==> config.mk <==
export PLATFORM = sky130hd
export DESIGN_NAME = ftc_ctrl
export DESIGN_NICKNAME = d
export VERILOG_FILES = /design/src/rtl/ftc_pkg.sv /design/src/rtl/ftc_ctrl.sv
export SDC_FILE = /design/constraint.sdc
export NUM_CORES = 1
export LEC_CHECK = 0
export BUFFER_PORTS_ARGS = -buffer_cell sky130_fd_sc_hd__buf_2
export CORE_MARGIN = 4
export CORE_UTILIZATION = 40
export DETAILED_ROUTE_END_ITERATION = 10
export PLACE_DENSITY = 0.61
export REMOVE_ABC_BUFFERS = 1
export SLEW_MARGIN = 25
export SYNTH_ARGS = -nofsm -noshare
export SYNTH_HDL_FRONTEND = slang
export SYNTH_SLANG_ARGS = --single-unit
==> constraint.sdc <==
create_clock -name i_clk -period 1.31 [get_ports i_clk]
set_input_delay 0.3275 -clock i_clk [delete_from_list [all_inputs] [get_ports i_clk]]
set_output_delay 0.3275 -clock i_clk [all_outputs]
set_load 0.02 [all_outputs]
==> src/rtl/ftc_pkg.sv <==
// ----------------------------------------------------------------------------
// ftc_pkg
// Shared types and constants for the filmic tone curve pipeline.
// ----------------------------------------------------------------------------
package ftc_pkg;

    localparam int TOE_STAGES  = 19;
    localparam int CRV_STAGES  = 20;
    localparam int NSTG        = TOE_STAGES + CRV_STAGES;

    localparam logic [1:0] CFG_EXPOSURE_GAIN = 2'd0;
    localparam logic [1:0] CFG_TOE_CUTOFF    = 2'd1;

    localparam logic [15:0] K_MIN = 16'd1;
    localparam logic [15:0] K_MAX = 16'd32768;

    typedef struct packed {
        logic [23:0] red_in;
        logic [23:0] green_in;
        logic [23:0] blue_in;
    } t_pix_in;

    typedef struct packed {
        logic [15:0] red_out;
        logic [15:0] green_out;
        logic [15:0] blue_out;
    } t_pix_out;

    typedef struct packed {
        logic [23:0] gain;
        logic [15:0] k;
    } t_cfg;

    typedef struct packed {
        logic adv;
        logic use_skid;
        logic load_skid;
        logic out_valid;
    } t_ctl;

endpackage

==> src/rtl/ftc_ctrl.sv <==
// ----------------------------------------------------------------------------
// ftc_ctrl
// Stage valid bits and output skid control for the pipeline.
// ----------------------------------------------------------------------------
module ftc_ctrl
    import ftc_pkg::*;
(
    input  logic i_clk,
    input  logic i_rst_n,
    input  logic i_valid,
    input  logic i_stall,
    output t_ctl o_ctl
);

    logic [NSTG-1:0] r_v;
    logic            r_skid_v;
    logic            w_adv;
    logic            w_load;

    assign w_adv  = !r_skid_v;
    assign w_load = !r_skid_v && r_v[NSTG-1] && i_stall;

    always_ff @(posedge i_clk) begin
        if (!i_rst_n) begin
            r_v      <= '0;
            r_skid_v <= 1'b0;
        end else begin
            if (w_adv) begin
                r_v <= {r_v[NSTG-2:0], i_valid};
            end
            if (w_load) begin
                r_skid_v <= 1'b1;
            end else if (r_skid_v && !i_stall) begin
                r_skid_v <= 1'b0;
            end
        end
    end

    assign o_ctl.adv       = w_adv;
    assign o_ctl.use_skid  = r_skid_v;
    assign o_ctl.load_skid = w_load;
    assign o_ctl.out_valid = r_skid_v || r_v[NSTG-1];

endmodule

==> metrics.md <==
| Metric | Value |
|---|---|
| Core footprint | 3720 um^2 |
| Drt first pass iters | 3 |
| Clk slew on worst S/H paths | 0.07 ns |
| Die area | 4990 um^2 |
| N_diodes | 0 |
| Leak | 0.580 nW |
| WP depth | 2 |
| Synth top area cells | dfxtp_1, mux2i_1, nor2b_1, buf_8, buf_4 |
| Initial Utilization | 42.2% |
| Number of CTS-inserted buffers | 5 |
| R2R depth | 4 |
| WP buf/inv | 1 |
| CTS tree | yes |
| First-pass GRT wire length | 3820 um |
| Num ports | 8 |
| Gpl congestion | 0.705 |
| Pin count of the biggest net entering global routing | 41 |
| CP Cell Sequence | or2_4, buf_6 |
| Via-to-Cell Ratio | 4.51 |
| # DRC | 0 |
| WS Path Type | flip-flop to output port |
| Grt ovf | 0 |
| Pre-CTS setup slack | 0.234 ns |
| Worst-Margin Slew | 0.291 ns |
| Setup tns final | -0.0446 ns |
| YS warnings | 0 |
| Synthesized instance count | 134 |
| Later-pin clock latency in the skew report | 0.28 ns |
| Worst path max stage delay | 0.37 ns |
| Worst VDD drop | 649 uV |
| Sequential area share after synthesis | 51.0% |
| Drt initial violations | 49 |
| Share of layout cells above drive strength 1 | 17.9% |
| Slew Limit Fails | 0 |
| Layout area overhead | 15.7% |
| Final setup violation count | 2 |
| Row count | 22 |
| Cells after DPL | 180 |
| Most frequent cells in the layout | mux2i_1, nor2b_1, dfxtp_1 |
| Synth Register Bits | 40 |
| Via count | 870 |
| Worst slew margin | 80.6% |
| # clock sinks | 40 |
| Critical path's top delay family | flip-flops |
| Yosys top cell by area | dfxtp_1 |
| Power Total | 2.34 mW |
| Crit path max fanout | 5 |
| Nets | 148 |
| Max cap viols | 0 |
| Final Cycle Share | 103% |
| PortBufs | 7 |
| Die width | 70.6 um |
| Synth Area per Inst | 11.7 um^2 |
| Avg WL per Cell | 10.9 um |
| Number of antenna violations at the first check in global routing | 0 |
| Status | finished, violations left |
| Crit path DAT | 1.02 ns |
| Worst endpoint required time | 0.98 ns |
| Fmax | 0.745 GHz |
| Clock Root Buffer | clkbuf_8 |
| Critical path's slowest cell | dfxtp_4 |
| Dpl hpwl | 1250 um |
| Die Span Y | 70.6 um |
| Worst hold path class | input pin to flip-flop |
| Endpoint class of the critical path | output port |
| Final Non-Filler Cells | 193 |
| Power Dens Cells | 1290 nW/um^2 |
| Vias in the first global route | 876 |
| Worst hold stages | 3 |
| Hold_buf cts | 0 |
| Cell Area, Synth | 1570 um^2 |
| Placed inst area | 1600 um^2 |
| Startpoint types | flip-flop |
| Fin crit period | 1.34 ns |
| Clk_skew | 0.00424 ns |
| Final Hold Fails | 0 |
| Fin area | 1820 um^2 |
| H-tree Lvls | 2 |
| Worst setup margin | -0.0329 ns |
| Top cell type's share of synthesized area | 51.0% |
| GR Util All Layers | 9.63% |
| Total routed wirelength | 2110 um |
| Post-synthesis cell type count | 10 |
| RSZ-0062 raised after global routing | true |
| Longest Clk Path Bufs | 2 |
| Failing checks | negative setup slack |
| Antenna Violating Nets Remaining | 0 |
## routing by layer
layer,part of all wire (%),vias to the layer above,GRT usage [%]
met3,4.5,6,4.26
met5,0,-,0
met2,46,13,16.2
met4,1.7,0,3.76
met1,48,399,10.7
li1,-,452,-
## worst min-delay path, stage by stage
cell and delay, ns:
buf_2 0.07, mux2i_1 0.05, nor2b_1 0.09
## kinds of logic after synthesis
group / synth area share, %
simple gates: 16.9
flops: 51.0
mux: 24.9
buf+inv: 7.18
## what timing repair did
action,4_1_cts,5_1_grt
buffers inserted,1,3
pin swaps,1,0
endpoints found under the hold margin,0,0
gates cloned,1,0
setup endpoints to repair,3,3
resized for setup,6,1
## cell usage after synthesis, drive strengths merged
cell and instances:
clkbuf 4, and3 2, dfxtp 40, nor2b 39, inv 1, mux2i 39, buf 8, or2 1
## final cells by class
class | instances | area, um^2
clock inverters | 1 | 30.0
repair buffers | 15 | 160
clock buffers | 7 | 96.3
well taps | 48 | 60.1
flip-flops and latches | 40 | 805
inverters | 1 | 3.75
fillers | 349 | 1900
multi-input cells | 81 | 661
## worst paths after layout
path,slack [ns],to,start
worst max-delay path,-0.03,o_ctl[0],r_skid_v
worst min-delay path,0.29,r_v[0],i_valid
worst max register to register,0.20,r_v[11],r_skid_v
worst min register to register,0.51,r_v[22],r_v[21]
## report_power, final
group          switching, mW  total (mW)  leakage (nW)  internal, mW
Combinational         0.0177      0.0455         0.192        0.0278
Sequential           0.00237        1.22         0.323          1.22
Clock                  0.401        1.07        0.0645         0.672
## flip-flops by register name, indices dropped and copies added, names as in the netlist
register	cells
r_v	39
r_skid_v	1
## stage by stage
stage,hold slack [ns],util [%]
after global placement,0.492,43.2
after floorplan,0.456,-
after CTS,0.281,48.1
after detailed placement,0.504,43.2
after global routing,0.313,48.9
final,0.292,48.9
Note: power is estimated with default switching activity, not from simulation.
