<file path="src/rtl/ftc_pkg.sv">
// ----------------------------------------------------------------------------
// ftc_pkg
// Shared types and constants for the filmic tone curve pipeline.
// ----------------------------------------------------------------------------
package ftc_pkg;

    localparam int TOE_STAGES  = 19;
    localparam int CRV_STAGES  = 20;
    localparam int NSTG        = TOE_STAGES + CRV_STAGES;

    localparam logic [1:0] CFG_EXPOSURE_GAIN = 2'd0;
    localparam logic [1:0] CFG_TOE_CUTOFF    = 2'd1;

    localparam logic [15:0] K_MIN = 16'd1;
    localparam logic [15:0] K_MAX = 16'd32768;

    typedef struct packed {
        logic [23:0] red_in;
        logic [23:0] green_in;
        logic [23:0] blue_in;
    } t_pix_in;

    typedef struct packed {
        logic [15:0] red_out;
        logic [15:0] green_out;
        logic [15:0] blue_out;
    } t_pix_out;

    typedef struct packed {
        logic [23:0] gain;
        logic [15:0] k;
    } t_cfg;

    typedef struct packed {
        logic adv;
        logic use_skid;
        logic load_skid;
        logic out_valid;
    } t_ctl;

endpackage

</file>
<file path="src/rtl/ftc_toe.sv">
// ----------------------------------------------------------------------------
// ftc_toe
// Exposure scale, saturation and black toe blend for one channel.
// ----------------------------------------------------------------------------
module ftc_toe
    import ftc_pkg::*;
(
    input  logic        i_clk,
    input  logic        i_en,
    input  t_cfg        i_cfg,
    input  logic [23:0] i_chan,
    output logic [39:0] o_x
);

    localparam int DIV_STG = TOE_STAGES - 3;

    function automatic logic [79:0] toe_step2(input logic [15:0] rem_in,
                                              input logic [31:0] lo_in,
                                              input logic [31:0] q_in,
                                              input logic [15:0] k);
        logic [16:0] r2;
        logic [15:0] rem;
        logic [31:0] lo;
        logic [31:0] q;
        rem = rem_in;
        lo  = lo_in;
        q   = q_in;
        for (int i = 0; i < 2; i++) begin
            r2 = {rem, lo[31]};
            lo = {lo[30:0], 1'b0};
            if (r2 >= {1'b0, k}) begin
                rem = 16'(r2 - {1'b0, k});
                q   = {q[30:0], 1'b1};
            end else begin
                rem = r2[15:0];
                q   = {q[30:0], 1'b0};
            end
        end
        return {rem, lo, q};
    endfunction

    logic [47:0] w_prod;
    logic [23:0] r_c1;
    logic [25:0] w_ds;
    logic        w_pos;
    logic [33:0] w_dsq;
    logic [32:0] r_dsq;
    logic [23:0] r_c2;

    logic [15:0] r_rem [DIV_STG];
    logic [31:0] r_lo  [DIV_STG];
    logic [31:0] r_q   [DIV_STG];
    logic [23:0] r_cd  [DIV_STG];

    logic [40:0] w_x;
    logic [39:0] r_x;

    assign w_prod = 48'(i_chan) * 48'(i_cfg.gain);

    // 2k - c, squared when positive
    assign w_ds  = 26'({i_cfg.k, 1'b0}) - 26'(r_c1);
    assign w_pos = !w_ds[25] && (w_ds != '0);
    assign w_dsq = w_pos ? 34'(w_ds[16:0]) * 34'(w_ds[16:0]) : '0;

    always_ff @(posedge i_clk) begin
        if (i_en) begin
            r_c1  <= (|w_prod[47:40]) ? 24'hFFFFFF : w_prod[39:16];
            r_dsq <= w_dsq[32:0];
            r_c2  <= r_c1;
        end
    end

    // d^2 * 2^14 / k, two quotient bits per stage
    for (genvar g = 0; g < DIV_STG; g++) begin : g_div
        logic [15:0] w_rin;
        logic [31:0] w_lin;
        logic [31:0] w_qin;
        logic [23:0] w_cin;
        logic [79:0] w_res;
        if (g == 0) begin : g_first
            assign w_rin = {1'b0, r_dsq[32:18]};
            assign w_lin = {r_dsq[17:0], 14'b0};
            assign w_qin = '0;
            assign w_cin = r_c2;
        end else begin : g_rest
            assign w_rin = r_rem[g-1];
            assign w_lin = r_lo[g-1];
            assign w_qin = r_q[g-1];
            assign w_cin = r_cd[g-1];
        end
        assign w_res = toe_step2(w_rin, w_lin, w_qin, i_cfg.k);
        always_ff @(posedge i_clk) begin
            if (i_en) begin
                r_rem[g] <= w_res[79:64];
                r_lo[g]  <= w_res[63:32];
                r_q[g]   <= w_res[31:0];
                r_cd[g]  <= w_cin;
            end
        end
    end

    // x = (c - k) in Q32 plus the toe term; never negative
    assign w_x = 41'({r_cd[DIV_STG-1], 16'b0}) + 41'(r_q[DIV_STG-1])
               - 41'({i_cfg.k, 16'b0});

    always_ff @(posedge i_clk) begin
        if (i_en) begin
            r_x <= w_x[39:0];
        end
    end

    assign o_x = r_x;

endmodule

</file>
<file path="config.mk">
export PLATFORM = sky130hd
export DESIGN_NAME = ftc_toe
export DESIGN_NICKNAME = d
export VERILOG_FILES = /design/src/rtl/ftc_pkg.sv /design/src/rtl/ftc_toe.sv
export SDC_FILE = /design/constraint.sdc
export NUM_CORES = 2
export LEC_CHECK = 0
export ABC_AREA = 0
export BUFFER_PORTS_ARGS = -buffer_cell sky130_fd_sc_hd__buf_2
export CAP_MARGIN = 10
export CORE_MARGIN = 2
export CORE_UTILIZATION = 63
export DETAILED_ROUTE_END_ITERATION = 10
export MAX_ROUTING_LAYER = met4
export PLACE_DENSITY = 0.8
export RECOVER_POWER = 100
export SYNTH_ARGS = -nofsm -noshare
export SYNTH_HDL_FRONTEND = slang
export SYNTH_SLANG_ARGS = --single-unit
</file>
<file path="constraint.sdc">
create_clock -name i_clk -period 12.8 [get_ports i_clk]
set_input_delay 1.28 -clock i_clk [delete_from_list [all_inputs] [get_ports i_clk]]
set_output_delay 1.28 -clock i_clk [all_outputs]
set_load 0.005 [all_outputs]
</file>
==> results.toml <==
[placed_design]
globalplace.congestion = 0.9235
port_buffers = 105
dp.final_hpwl_mm = 155.5

[timing]
totalNegativeSetupSlack_ps = 0
maxSlewViolCount = 968
finalClockSkew_ps = 112.9
max-slew-margin-rel = -2.949
fmax_mhz = 89.60
finalCritPeriodShare = 0.8720
setup_viol = 0
rsz0062_at_grt = "false"
fin_crit_ps = 11160
finalHoldViolCount = 0
tightest_slew_ps = 5923

[logic_synthesis]
synth_area_per_cell_um2 = 10.85
ys_seq_area_frac = 0.3653
ys_seq_elements = 1080
synth_edf_count = 1080
async_flop_share = 0
synth_ff_type = "edfxtp_1"
synth_top_area_share = 0.3653
yosys_warnings = 0
netlist_top_cells_area = "edfxtp_1, fa_1, ha_1"
synthCells = 8179
yosys.cell_types.count = 98
synth_area_mm2 = 0.08877
yosysTopAreaCell = "edfxtp_1"
synthesis.nets = 9792

[die]
core_area_mm2 = 0.1397
fp.dieW_um = 379.4
die_area_mm2 = 0.1439
io_pins = 106
initial_core_util = 0.6354
rows = 137
die_h_um = 379.4

[cts]
clk_pin_slew_ps = 60
cts_resized = 0
cts_tree = "built"
clock-root-buffer = "clkbuf_16"
htree_levels = 3
insertion_delay_ps = 790
postCtsSetupBuffers = 0
ctsHoldBuffers = 0
cts-buffers-inserted = 110
cts_sinks = 1080
cts_buffer_depth = 3

[critical_path]
critPathKind = "in -> reg"
slowest_stage = "clkbuf_1"
cp_data_arrival_time_ps = 11650
critPathLaunchType = "input port"
crit_path_max_fanout = 38
cpPeakStageDelay_ps = 2000
required_ps = 13280
end_kind = "register"

[final_layout]
drive_gt1_frac = 0.07035
syn_to_final_growth_pct = 7.064
nNetsFinal = 9893

[drt]
drt-pass1-iter-count = 6
avgRoutedWirePerCell_um = 20.80
top_layer = "met4"
drtIter0Drc = 5127
wl_mm = 213.3
wl_met3_mm = 15.64
ant_nets = 0
drt-met1-wl_mm = 90.45
via_per_inst = 5.991
vias = 61434
drcViolationCount = 0
route.met2.wl_mm = 100.0

[flow_run]
cap_violations = 18

[global_route]
grt_max_degree = 205
first_global_vias = 62623
antenna_found_initial = 7
grt_usage = 0.3089
grt_pass1_wl_mm = 337.0
gr-total-overflow = 0

[status]
violations = "max-capacitance violations, max-slew violations"
status = "finished with violations"

[hold_path]
holdCritPathClass = "reg -> reg"
sequential cells by signal, indices dropped and copies added, names as in the netlist:
| signal | count |
|---|---|
| r_c1 | 24 |
| r_lo | 64 |
| r_cd | 384 |
| g_div.w_cin | 24 |
| r_q | 272 |
| o_x | 40 |
| r_rem | 240 |
| r_dsq | 32 |
cell usage after synthesis (184+ instances only):
| cell | count |
|---|---|
| inv_1 | 1090 |
| edfxtp_1 | 1080 |
| ha_1 | 831 |
| nand2_1 | 743 |
| fa_1 | 716 |
| nor2_1 | 448 |
| a21oi_1 | 410 |
| xnor2_1 | 334 |
| o21ai_0 | 291 |
| mux2_2 | 282 |
| and2_1 | 229 |
| a21o_1 | 184 |
area by class of cell:
| class | count | area, um^2 |
|---|---|---|
| Inverter | 1099 | 4125 |
| Tap cell | 1876 | 2347 |
| Timing Repair Buffer | 181 | 959.7 |
| Sequential cell | 1080 | 32430 |
| Clock inverter | 84 | 1017 |
| Antenna cell | 7 | 17.52 |
| Fill cell | 10252 | 44660 |
| Clock buffer | 120 | 2790 |
| Multi-Input combinational cell | 5808 | 51350 |
layout by cell type (no fill, tap or decap), types with 46 or more instances in the layout:
| cell | count |
|---|---|
| buf_2 | 61 |
| mux2_2 | 251 |
| fa_1 | 716 |
| ha_1 | 831 |
| clkbuf_16 | 110 |
| and2_1 | 224 |
| nand2_1 | 745 |
| mux2_1 | 46 |
| xnor2_1 | 333 |
| o21a_1 | 90 |
| nand3_1 | 96 |
| inv_1 | 1079 |
| nor2b_1 | 92 |
| nor2_1 | 448 |
| o21ai_0 | 300 |
| nand2b_1 | 89 |
| edfxtp_1 | 1080 |
| a21oi_1 | 410 |
| nand4_1 | 95 |
| xor2_1 | 154 |
| clkbuf_1 | 81 |
| nor3_1 | 117 |
| a21o_1 | 184 |
| o21bai_1 | 69 |
critical path: cells and delay by family:
kind / cells / cell delay (ps)
and+or+nand+nor: 5 / 540
buffers and inverters: 5 / 4020
muxes: 2 / 890
AOI/OAI and AO/OA: 13 / 4200
adders and majority gates: 2 / 690
stage by stage:
stage	hold WS, ps	util	setup slack [ps]	area [um^2]	cells
final	367.3	0.6803	1639	95040	10255
after global routing	370.1	0.6803	984.0	95040	10255
after floorplan	400.3	-	2269	88770	8179
after detailed placement	404.5	0.6552	1891	91540	10043
after CTS	358.8	0.6825	2591	95350	10247
after global placement	400.2	0.6552	1952	91540	10043
worst paths after layout:
check / depth (start not counted) / end / startpoint / slack (ps)
setup / recovery: 27 / r_rem[0][68] / i_cfg[0] / 1640
setup reg to reg: 30 / r_dsq[31] / r_c1[0] / 2380
hold / removal: 0 / r_cd[0][174] / r_cd[0][150] / 370
hold reg to reg: 0 / r_cd[0][174] / r_cd[0][150] / 370
layer usage:
| layer | GRT usage | vias to the layer above |
|---|---|---|
| met5 | - | - |
| met4 | 0.09898 | 0 |
| met3 | 0.05013 | 460 |
| met2 | 0.4873 | 2203 |
| met1 | 0.4117 | 30295 |
| li1 | - | 28476 |
logic make-up (layout without fill, tap and decap cells):
group / count (synthesis) / count (layout) / share of synthesized area
AND/OR/NAND/NOR: 2048 / 2048 / 0.1088
XOR/XNOR: 488 / 488 / 0.04815
adder cells (fa/ha/maj): 1547 / 1547 / 0.2786
AO/OA/AOI/OAI: 1394 / 1394 / 0.1016
other: 0 / 7 / 0
flip-flops: 1080 / 1080 / 0.3653
buffers and inverters: 1291 / 1484 / 0.05517
multiplexers: 331 / 331 / 0.04234
Power is not shown: default switching activity piles up to over one toggle a cycle in this logic, so the estimate is an artifact.
